===== src/rtl/olt_pkg.sv =====
// Shared types and constants for the ordered list table engine.
// Used by olt_cell and ordered_list_table_engine; no dependencies.
package olt_pkg;

    // Fixed field widths of the request and result ports
    localparam int VALUE_W = 32;
    localparam int CMD_W   = 3;
    localparam int POS_W   = 9;
    localparam int STAT_W  = 3;
    localparam int FPOS_W  = 8;
    localparam int LEN_W   = 9;

    // Command codes carried by a request
    typedef enum logic [CMD_W-1:0] {
        CMD_GET        = 3'd0,
        CMD_REPLACE    = 3'd1,
        CMD_INSERT_AT  = 3'd2,
        CMD_DELETE_AT  = 3'd3,
        CMD_SET_INSERT = 3'd4,
        CMD_SET_FIND   = 3'd5,
        CMD_SET_REMOVE = 3'd6
    } t_cmd;

    // Result status codes
    typedef enum logic [STAT_W-1:0] {
        ST_OK        = 3'd0,
        ST_BAD_INDEX = 3'd1,
        ST_FULL      = 3'd2,
        ST_PRESENT   = 3'd3,
        ST_NOT_FOUND = 3'd4
    } t_status;

    // Per-cycle action of every cell in the chain
    typedef enum logic [1:0] {
        CELL_HOLD   = 2'd0,
        CELL_INSERT = 2'd1,
        CELL_DELETE = 2'd2,
        CELL_WRITE  = 2'd3
    } t_cell_op;

    // Control broadcast from the sequencer to all cells
    typedef struct packed {
        t_cell_op op;
        logic     capture;
    } t_cell_ctl;

    // Sequencer states
    typedef enum logic {
        S_IDLE  = 1'b0,
        S_APPLY = 1'b1
    } t_state;

endpackage


===== src/rtl/olt_cell.sv =====
// One table cell: holds an element, compares it against the request value
// and shifts to or from its neighbors. Depends on olt_pkg.
module olt_cell #(
    parameter int ELEM_WIDTH = 32
) (
    input  logic                   i_clk,
    input  olt_pkg::t_cell_ctl     i_ctl,
    input  logic [ELEM_WIDTH-1:0]  i_value,
    input  logic                   i_at,
    input  logic                   i_after,
    input  logic [ELEM_WIDTH-1:0]  i_left,
    input  logic [ELEM_WIDTH-1:0]  i_right,
    output logic [ELEM_WIDTH-1:0]  o_entry,
    output logic                   o_ge,
    output logic                   o_eq
);
    import olt_pkg::*;

    logic [ELEM_WIDTH-1:0] r_entry;
    logic [ELEM_WIDTH-1:0] n_entry;
    logic                  r_ge;
    logic                  r_eq;

    // Select the next element from the broadcast operation
    always_comb begin
        n_entry = r_entry;
        unique case (i_ctl.op)
            CELL_HOLD: begin
                n_entry = r_entry;
            end
            CELL_INSERT: begin
                if (i_after) begin
                    n_entry = i_left;
                end else if (i_at) begin
                    n_entry = i_value;
                end
            end
            CELL_DELETE: begin
                if (i_after || i_at) begin
                    n_entry = i_right;
                end
            end
            CELL_WRITE: begin
                if (i_at) begin
                    n_entry = i_value;
                end
            end
            default: begin
                n_entry = r_entry;
            end
        endcase
    end

    // Store the element and capture compare flags on request accept
    always_ff @(posedge i_clk) begin
        r_entry <= n_entry;
        if (i_ctl.capture) begin
            r_ge <= (r_entry >= i_value);
            r_eq <= (r_entry == i_value);
        end
    end

    assign o_entry = r_entry;
    assign o_ge    = r_ge;
    assign o_eq    = r_eq;

endmodule

===== config.mk =====
export PLATFORM = sky130hd
export DESIGN_NAME = olt_cell
export DESIGN_NICKNAME = d
export VERILOG_FILES = /design/src/rtl/olt_pkg.sv /design/src/rtl/olt_cell.sv
export SDC_FILE = /design/constraint.sdc
export NUM_CORES = 1
export LEC_CHECK = 0
export BUFFER_PORTS_ARGS = -buffer_cell sky130_fd_sc_hd__buf_2
export CORE_MARGIN = 5
export CORE_UTILIZATION = 42
export CTS_CLUSTER_SIZE = 28
export DETAILED_ROUTE_END_ITERATION = 6
export PLACE_DENSITY = 0.78
export SETUP_SLACK_MARGIN = 0.05
export SKIP_CTS_REPAIR_TIMING = 1
export SYNTH_ARGS = -nofsm -noshare
export SYNTH_HDL_FRONTEND = slang
export SYNTH_SLANG_ARGS = --single-unit

===== constraint.sdc =====
create_clock -name i_clk -period 2.2 [get_ports i_clk]
set_clock_uncertainty 0.15 [all_clocks]
set_input_delay 0.33 -clock i_clk [delete_from_list [all_inputs] [get_ports i_clk]]
set_output_delay 0.33 -clock i_clk [all_outputs]
set_load 0.02 [all_outputs]

==> impl_metrics.ini <==
[status]
status = finished clean

[clock_network]
clkTransAtPathRegs_ps = 80
numCtsBuffers = 5
insertion_delay_ps = 290
cts_tree = done
cts_max_path_buffers = 2
h-tree-depth = 2
numClockSinks = 34
cts.root.buffer_cell = clkbuf_8

[sta]
finalCriticalPeriod_ps = 2190
maxSlewViolCount = 0
rsz0062_at_grt = true
whs_ps = 107
finalSetupViolCount = 0
max_freq_ghz = 0.456
fin_crit_sh = 0.997
finalHoldViolCount = 0
worst_pin_slew_ps = 1060
fin_ws_ps = 5.61
relSlewSlack = 0.296

[finish]
n_fill_cell = 569
area_growth_pct = 36.4
drive_gt1_frac = 0.415
insertedDiodeCount = 0
nNetsFinal = 535

[detailed_routing]
wl_per_cell_um = 16.0
vias_per_cell = 5.40
drtPass1Iterations = 4
drc = 0
drtAntennaViolNets = 0
routed_wl_um = 7650
via_count = 2586
drt-initial-drc-count = 86

[yosys]
synth_top_area_frac = 0.385
ys_seq_area_frac = 0.385
synth_xor_area_frac = 0
synth_top_cell_by_area = edfxtp_1
ys_ff_latch = 34
syn_area_mm2 = 0.00265
synthCells = 261
syn-num-nets = 395
synth_mux_area_frac = 0.121
avgSynthCellArea_um2 = 10.2
synth-compound-area-share = 0.214
synth-adder-area-share = 0.151
ys_warn_count = 0
synth_top_family_by_area = compound AO/OA/AOI/OAI gates
netlist-cell-type-count = 29
yosys.area_share.simple = 0.0604
synth_area_leaders = edfxtp_1 (39%), ha_1 (15%), mux2i_1 (12%)

[die]
fp.dieH_um = 89.4
fp.dieW_um = 89.4
dieArea_mm2 = 0.00800
rows = 29
core-area_mm2 = 0.00624
start_util = 0.425
io_pins = 136

[power]
power_switching_mw = 0.701
p_seq_frac = 0.426
powerDensity_mw_per_mm2 = 574
p_leak_nw = 1.82
p_int_mw = 1.37
clkPwrFrac = 0.217
p_comb_frac = 0.357
netSwitchingFraction = 0.338
peakVddDrop_v = 0.000289

[worst_setup_path]
end_kind = register
regToRegStartpoint = o_entry[13]$_DFFE_PP_
arrival_ps = 2070
rr_endpoint = o_ge$_DFFE_PP_
critical_path.startpoint_type = register
worstSetupStartpoint = o_entry[13]$_DFFE_PP_
rr_worst_depth = 5
crit_end = o_ge$_DFFE_PP_
cp_max_fo = 2
worstPathRequired_ps = 2080
rrSetupSlack_ps = 6
path_class = reg2reg

[run]
cap_violations = 0

[grt]
grtUsageTotal = 0.178
grt_overflow = 0
grt_antenna_before_repair = 0
grt_pass1_vias = 2494
grt_max_degree = 33
grt_pass1_wl_um = 11100

[place]
io_buffers = 135
routabilityCongestion = 0.838
dp_slack_ps = -44.6
dp_hpwl_um = 5810

[min_path]
whs_path_depth = 1
hold_class = in2reg
-- cell usage after synthesis --
cell type,number
a21oi_2,2
o21ai_1,6
o221ai_1,1
or3_1,1
nand2_1,5
a221o_1,2
nand3_1,3
mux2i_1,32
clkbuf_1,12
a21boi_0,1
nor2b_1,2
nand2b_1,1
edfxtp_1,34
a2111oi_2,1
nand4_1,5
ha_1,32
nor3_2,1
a21oi_1,8
o21ai_0,30
buf_2,3
a22oi_1,32
or4_4,1
inv_1,32
and2_1,1
or2_1,1
nor2_1,5
and4_1,2
a221oi_1,1
a21o_1,4
-- metal layers --
metal / up-vias / global-route usage / routed length [µm]
met5: - / 0 / 0
met1: 1232 / 0.212 / 3100
met2: 75 / 0.329 / 4080
met3: 8 / 0.0276 / 398
met4: 0 / 0.0514 / 73
li1: 1271 / - / -
-- critical path, cell delays in order (launching register included) --
cell and delay, ps:
edfxtp_1 400, ha_1 330, and4_1 220, a221o_1 360
a2111oi_4 310, o221ai_1 160
-- power by group through the flow --
stage	Sequential (mW)	Clock [mW]	Combinational [mW]
finish	0.884	0.451	0.740
global placement	0.892	0	0.686
floorplan	0.988	0	0.323
detailed placement	0.897	0	0.710
global route	0.895	0.493	0.824
CTS	0.884	0.462	0.715
-- final cells by class --
type                    instances  area [µm²]  share of cell area
flip-flops and latches         34        1020               0.282
clock inverters                 2        8.76             0.00242
repair buffers                148         773               0.214
multi-input cells             180        1520               0.421
clock buffers                   6        72.6              0.0201
inverters                      32         120              0.0332
well taps                      77        96.3              0.0267
-- worst min path at each step --
stage              from        endpoint
4_1_cts        i_ctl[0]  o_ge$_DFFE_PP_
3_5_place_dp   i_ctl[0]  o_eq$_DFFE_PP_
6_report       i_ctl[0]  o_ge$_DFFE_PP_
3_3_place_gp   i_ctl[0]  o_eq$_DFFE_PP_
5_1_grt        i_ctl[0]  o_ge$_DFFE_PP_
2_1_floorplan  i_ctl[0]  o_eq$_DFFE_PP_
-- state kept, by name, indices dropped and copies added, names as in the netlist --
name / count
o_entry: 32
o_ge: 1
o_eq: 1
-- cells in the final DEF, fill, tap and decap left out, drive strengths merged, types with 4 or more instances in the layout --
cell,instances
mux2i,32
a22oi,32
buf,148
clkbuf,6
a21o,4
o21ai,36
inv,32
edfxtp,34
nor2,5
nand2,5
a21oi,10
nand4,5
ha,32
-- logic make-up after synthesis --
kind of cell,count (synthesis)
flops,34
buf+inv,47
compound gates,88
fa+ha+maj,32
simple gates,28
mux,32
-- through the flow --
| step | power, mW | setup TNS [ps] | cells | cell area (µm²) | utilization |
|---|---|---|---|---|---|
| after global placement | 1.58 | -31.8 | 467 | 3460 | 0.555 |
| after global routing | 2.21 | -74.3 | 479 | 3610 | 0.579 |
| after CTS | 2.06 | -32.4 | 475 | 3540 | 0.568 |
| after floorplan | 1.31 | -7.61 | 261 | 2680 | - |
| after detailed placement | 1.61 | -44.6 | 467 | 3460 | 0.555 |
| final | 2.08 | 0 | 479 | 3610 | 0.579 |
Note: power is estimated with default switching activity, not from simulation.
