`src/rtl/olt_first.sv`:
```
// Find-first picker over a flag vector, built as a log-depth prefix OR.
// Depends on nothing; instanced by ordered_list_table_engine.
module olt_first #(
    parameter int N = 256
) (
    input  logic [N-1:0] i_vec,
    output logic [N-1:0] o_first,
    output logic [N-1:0] o_before,
    output logic         o_any
);

    logic [N-1:0] w_pre;

    // Inclusive prefix OR, doubling the span each step
    always_comb begin
        w_pre = i_vec;
        for (int s = 1; s < N; s = s * 2) begin
            w_pre = w_pre | (w_pre << s);
        end
    end

    // Lowest set flag and the mask of everything above it
    assign o_before = w_pre << 1;
    assign o_first  = i_vec & ~o_before;
    assign o_any    = w_pre[N-1];

endmodule

```
`config.mk`:
```
export PLATFORM = sky130hd
export DESIGN_NAME = olt_first
export DESIGN_NICKNAME = d
export VERILOG_FILES = /design/src/rtl/olt_first.sv
export SDC_FILE = /design/constraint.sdc
export NUM_CORES = 1
export LEC_CHECK = 0
export ABC_AREA = 1
export BUFFER_PORTS_ARGS = -buffer_cell sky130_fd_sc_hd__buf_2
export CAP_MARGIN = 40
export CORE_AREA = 2 2 297 299
export DETAILED_ROUTE_END_ITERATION = 16
export DIE_AREA = 0 0 299 301
export GPL_TIMING_DRIVEN = 0
export MAX_ROUTING_LAYER = met4
export SETUP_SLACK_MARGIN = 0.02
export SLEW_MARGIN = 20
export SYNTH_ARGS = -nofsm -noshare
export SYNTH_HDL_FRONTEND = slang
export SYNTH_SLANG_ARGS = --single-unit
```
`constraint.sdc`:
```
create_clock -name vclk -period 1.9
set_input_delay 0.095 -clock vclk [all_inputs]
set_output_delay 0.095 -clock vclk [all_outputs]
set_load 0.005 [all_outputs]
```
==> flow_summary.yaml, run 1 <==
sta:
  rsz0062_at_grt: "true"
  final-setup-viol-count: 16
  final-hold-violation-count: 0
  timing.setup.tns_ns: -0.277
  final.min_clock_period_ns: 1.95
  maxClockFrequency_mhz: 512
  fin_ws_ns: -0.0531
  slew_violations: 0
  fin_crit_sh: 1.03
critical_path:
  setup_cp_type: "input pin to output port"
  crit_required_ns: 1.80
  timing.critical_path.arrival_ns: 1.86
  worstSetupStartpoint: "i_vec[0]"
  timing.critical_path.from_type: "input pin"
  worstPathMaxFanout: 5
  worstSetupEndpoint: "o_first[227]"
  critical_path.endpoint_type: "output port"
placed_design:
  post_place_cells: 4250
  detailedPlacementHpwl_mm: 133
  count_of_input_and_output_buffers: 768
  gpl.final_weighted_congestion: 1.03
floorplan:
  core_area_sq_um: 86500
  placementRows: 108
  die-height_microns: 301
  die_x_microns: 299
  floorplan.initialDensity: 0.106
  io-pin-count: 769
  design.die.area_sq_um: 90000
grt:
  maximum_number_of_pins_on_one_net_before_global_route_repair: 7
  grtUsageTotal: 0.307
  first_global_vias: 18200
  antenna_found_initial: 122
  grt-ovfl-total: 0
  global_route_wire_length_before_repair_mm: 176
hold_path:
  timing.hold.worst.class: "input pin to output port"
routing:
  vias_per_cell: 4.27
  drcViolationCount: 0
  post_drt_wl_per_cell_microns: 32.1
  first_pass_iters: 5
  drt_iter0_markers: 1159
  vias: 18800
  antenna_violating_nets_post_route: 0
  drt_wl_total_mm: 141
logic_synthesis:
  synth_warn: 0
  avgSynthCellArea_sq_um: 3.95
  synthesis.nets: 2583
  synth_top_area_cell: "sky130_fd_sc_hd__nor2_1"
  netlist_top_cells_count: "1061 x sky130_fd_sc_hd__nor2_1, 753 x sky130_fd_sc_hd__nand2_1, 381 x sky130_fd_sc_hd__inv_1, 34 x sky130_fd_sc_hd__nand3_1, 20 x sky130_fd_sc_hd__nand2_2"
  synth_top_cell_area_share: 0.434
  synth_area_sq_um: 9180
  synth.distinct_cells: 18
  yosys-top-cells-area: "sky130_fd_sc_hd__nor2_1 43%, sky130_fd_sc_hd__nand2_1 31%, sky130_fd_sc_hd__inv_1 16%"
  synthCells: 2327
  synth.most_common_cell: "sky130_fd_sc_hd__nor2_1"
  ys_seq_area_frac: 0
layout:
  layout_cells_sized_above_1: 0.492
  flops_and_latches: 0
  clock_buffers: 0
  final_net_count: 3436
  seq_area_sq_um: 0
  fin_cells: 4407
  synthToLayoutAreaGrowth_pct: 102
job:
  max-cap-violations: 0
status:
  outcome: "finished with violations"
  violations: "setup timing"
power:
  pwr_density_cell_nw_per_um2: 86.9
  totalPowerFinal_uw: 1610
  p_leak_uw: 0.00804
  ir_worst_vdd_mv: 0.0557
==> worst min-delay path by stage <==
stage	cells after the start	endpoint	start	slack, ns
after global routing	4	o_first[224]	i_vec[224]	0.55
after CTS	3	o_first[1]	i_vec[0]	0.50
after detailed placement	4	o_first[160]	i_vec[160]	0.52
after global placement	4	o_first[159]	i_vec[159]	0.52
after floorplan	1	o_first[1]	i_vec[0]	0.22
final	4	o_first[1]	i_vec[1]	0.54
==> logic make-up after synthesis <==
group | count (synthesis) | synth area share
buf+inv | 387 | 0.159
simple gates | 1939 | 0.840
other cells | 1 | 0.000408
==> worst max-delay path, stage by stage <==
cell	delay, ns
sky130_fd_sc_hd__buf_12	0.10
sky130_fd_sc_hd__nor2_4	0.16
sky130_fd_sc_hd__buf_6	0.14
sky130_fd_sc_hd__nand2_8	0.07
sky130_fd_sc_hd__nor2_8	0.17
sky130_fd_sc_hd__nand2_4	0.11
sky130_fd_sc_hd__nor2_4	0.23
sky130_fd_sc_hd__nand2_4	0.10
sky130_fd_sc_hd__nor2_4	0.20
sky130_fd_sc_hd__nand2_4	0.11
sky130_fd_sc_hd__nor2_4	0.19
sky130_fd_sc_hd__buf_2	0.16
==> layer usage <==
layer,GRT usage,up-vias,wire length [microns],share of wire
met1,0.333,8908,52800,0.37
met2,0.497,1070,63700,0.45
li1,-,8576,-,-
met5,-,-,0,0
met3,0.122,267,16500,0.12
met4,0.131,0,8440,0.060
==> cell type report <==
type	count	area (sq um)
repair buffers	851	4790
diodes	74	185
multi-input cells	1940	10700
inverters	384	1450
well taps	1155	1450
fillers	10600	67900
plain buffers	3	22.5
==> repair_timing <==
action | in CTS | in global routing
setup buffers | 36 | 47
cloned | 0 | 0
hold buffers | 0 | 0
resized for setup | 497 | 472
hold endpoints to repair | 0 | 0
pin swaps | 69 | 104
endpoints found under the setup margin | 355 | 258
==> placed cells by master (no fill, tap or decap), drive strengths merged <==
cell / netlist / layout
and2: 10 / 10
buf: 3 / 854
conb: 1 / 1
diode: 0 / 74
inv: 384 / 384
nand2: 781 / 781
nand3: 35 / 35
nand3b: 2 / 2
nand4: 1 / 1
nor2: 1096 / 1096
nor3: 3 / 3
nor3b: 11 / 11
==> metrics by stage <==
stage	hold WS, ns	utilization	instance area, sq um	setup WS, ns
floorplan	0.221	-	9180	0.536
global placement	0.521	0.167	14500	-0.816
detailed placement	0.518	0.167	14500	-0.772
CTS	0.495	0.191	16500	-0.0101
global route	0.547	0.215	18600	-0.0933
finish	0.535	0.215	18600	-0.0531
==> power breakdown <==
| part | internal (uW) | switching (uW) | total (uW) | leakage [uW] |
|---|---|---|---|---|
| Sequential | 0 | 0 | 0 | 0 |
| Clock | 0.00519 | 0 | 0.00519 | 0.000000469 |
| Combinational | 412 | 1200 | 1610 | 0.00804 |
No activity file was read; power rests on OpenSTA's default activity.
==> run 2: changes to the inputs <==
--- a/config.mk
+++ b/config.mk
@@ -18,3 +18,4 @@
 export SYNTH_ARGS = -nofsm -noshare
 export SYNTH_HDL_FRONTEND = slang
 export SYNTH_SLANG_ARGS = --single-unit
+export TNS_END_PERCENT = 50
==> constraint.sdc (replaced) <==
create_clock -name vclk -period 1.6
set_input_delay 0.08 -clock vclk [all_inputs]
set_output_delay 0.08 -clock vclk [all_outputs]
set_load 0.005 [all_outputs]
==> run 2 against run 1 <==
Against the previous run:
- the flow still finishes with violations (setup timing)
- worst hold slack got worse by 0.053 ns
- worst setup slack got worse by 0.26 ns
- global-route usage rose by 0.24 points
- first-iteration DRC count fell by 6.2%
==> flow_summary.yaml, run 2 (synthesized netlist as in run 1, its figures left out) <==
status:
  outcome: "finished with violations"
  violations: "setup timing"
sta:
  fin_crit_sh: 1.19
  fin_ws_ns: -0.311
  slew_violations: 0
  final.min_clock_period_ns: 1.91
  fin_hold_ws_ns: 0.483
  rsz0062_at_grt: "true"
  final-setup-viol-count: 369
  maxClockFrequency_mhz: 523
  final-hold-violation-count: 0
critical_path:
  timing.critical_path.slowest_stage_cell: "sky130_fd_sc_hd__nor2_4"
  setup_cp_type: "input pin to output port"
  timing.critical_path.arrival_ns: 1.83
  worstPathMaxFanout: 5
  critPathMaxStageDelay_ns: 0.26
  crit_required_ns: 1.52
  crit_path_cell_trace: "buf_12, nor2_4, nand2_4, nor2_8, buf_12, nand2_8, nor2_4, nand2_4, nor2_4, nand2_2, nor2_1, buf_2"
  most_prevalent_standard_cell_on_the_critical_path: "sky130_fd_sc_hd__nor2_4"
  critical_path.endpoint_type: "output port"
  timing.critical_path.from_type: "input pin"
layout:
  finalCoreUtilization: 0.263
  most-common-layout-cells: "623 x sky130_fd_sc_hd__buf_2, 449 x sky130_fd_sc_hd__nor2_4, 376 x sky130_fd_sc_hd__nor2_1, 359 x sky130_fd_sc_hd__nand2_1, 327 x sky130_fd_sc_hd__inv_1"
  layout_cells_sized_above_1: 0.662
  clock_buffers: 0
  synthToLayoutAreaGrowth_pct: 148
  mostFrequentLayoutCell: "sky130_fd_sc_hd__buf_2"
  final_net_count: 3508
  seq_area_sq_um: 0
  flops_and_latches: 0
routing:
  antenna_violating_nets_post_route: 0
  drt_iter0_markers: 1087
  vias_per_cell: 4.34
  post_drt_wl_per_cell_microns: 32.2
  vias: 19400
  drcViolationCount: 0
  drt_wl_total_mm: 144
  first_pass_iters: 7
grt:
  first_global_vias: 18500
  maximum_number_of_pins_on_one_net_before_global_route_repair: 7
  global_route_wire_length_before_repair_mm: 178
  grtUsageTotal: 0.310
  grt-ovfl-total: 0
  antenna_found_initial: 108
hold_path:
  timing.hold.worst.class: "input pin to output port"
floorplan:
  design.die.area_sq_um: 90000
  core_area_sq_um: 86500
  die-height_microns: 301
  die_x_microns: 299
  io-pin-count: 769
  floorplan.initialDensity: 0.106
  placementRows: 108
placed_design:
  gpl.final_weighted_congestion: 1.03
  detailedPlacementHpwl_mm: 133
  count_of_input_and_output_buffers: 768
  preCtsSetupSlack_ns: -1.04
cts:
  postCtsHoldBufs: 0
job:
  max-cap-violations: 0
power:
  ir_worst_vdd_mv: 0.0836
  pwr_density_cell_nw_per_um2: 107
  p_leak_uw: 0.00986
==> run 2: final cells by class <==
type | count | area [sq um]
Inverter | 384 | 1470
Fill cell | 10100 | 63700
Multi-Input combinational cell | 1940 | 13600
Timing Repair Buffer | 923 | 5980
Tap cell | 1155 | 1450
Buffer | 3 | 22.5
Antenna cell | 70 | 175
==> run 2: worst max-delay path: cells and delay by family <==
family                 cells  cell delay, ns
buffers and inverters      3            0.36
and+or+nand+nor            9            1.36
==> run 2: power breakdown <==
group	total (uW)	internal, uW	switching (uW)
logic	2440	688	1750
clock network	0.00567	0.00567	0
registers	0	0	0
total	2440	688	1750
==> run 2: stage by stage <==
stage          TNS [ns]  area (sq um)  total power [uW]  std cells
3_3_place_gp    -194.85         14500              1640       4250
2_1_floorplan         0          9180               465       2327
3_5_place_dp    -190.53         14500              1640       4250
4_1_cts          -41.48         18000              1940       4320
5_1_grt          -72.88         22700              2500       4468
6_report         -48.75         22700              2440       4475
==> run 2: routing by layer <==
| layer | up-vias | part of all wire | track usage |
|---|---|---|---|
| met5 | - | 0 | - |
| met4 | 0 | 0.062 | 0.125 |
| met3 | 325 | 0.11 | 0.135 |
| met2 | 1085 | 0.45 | 0.505 |
| met1 | 9278 | 0.37 | 0.329 |
| li1 | 8725 | - | - |
==> run 2: worst paths after layout <==
| path | cells after the start | to | start |
|---|---|---|---|
| min | 4 | o_first[72] | i_vec[72] |
| max | 12 | o_first[244] | i_vec[0] |
==> run 2: what timing repair did <==
item,4_1_cts,5_1_grt
resized for setup,894,1174
pin swaps,122,314
endpoints found under the hold margin,0,0
setup endpoints to repair,441,422
setup buffers,70,86
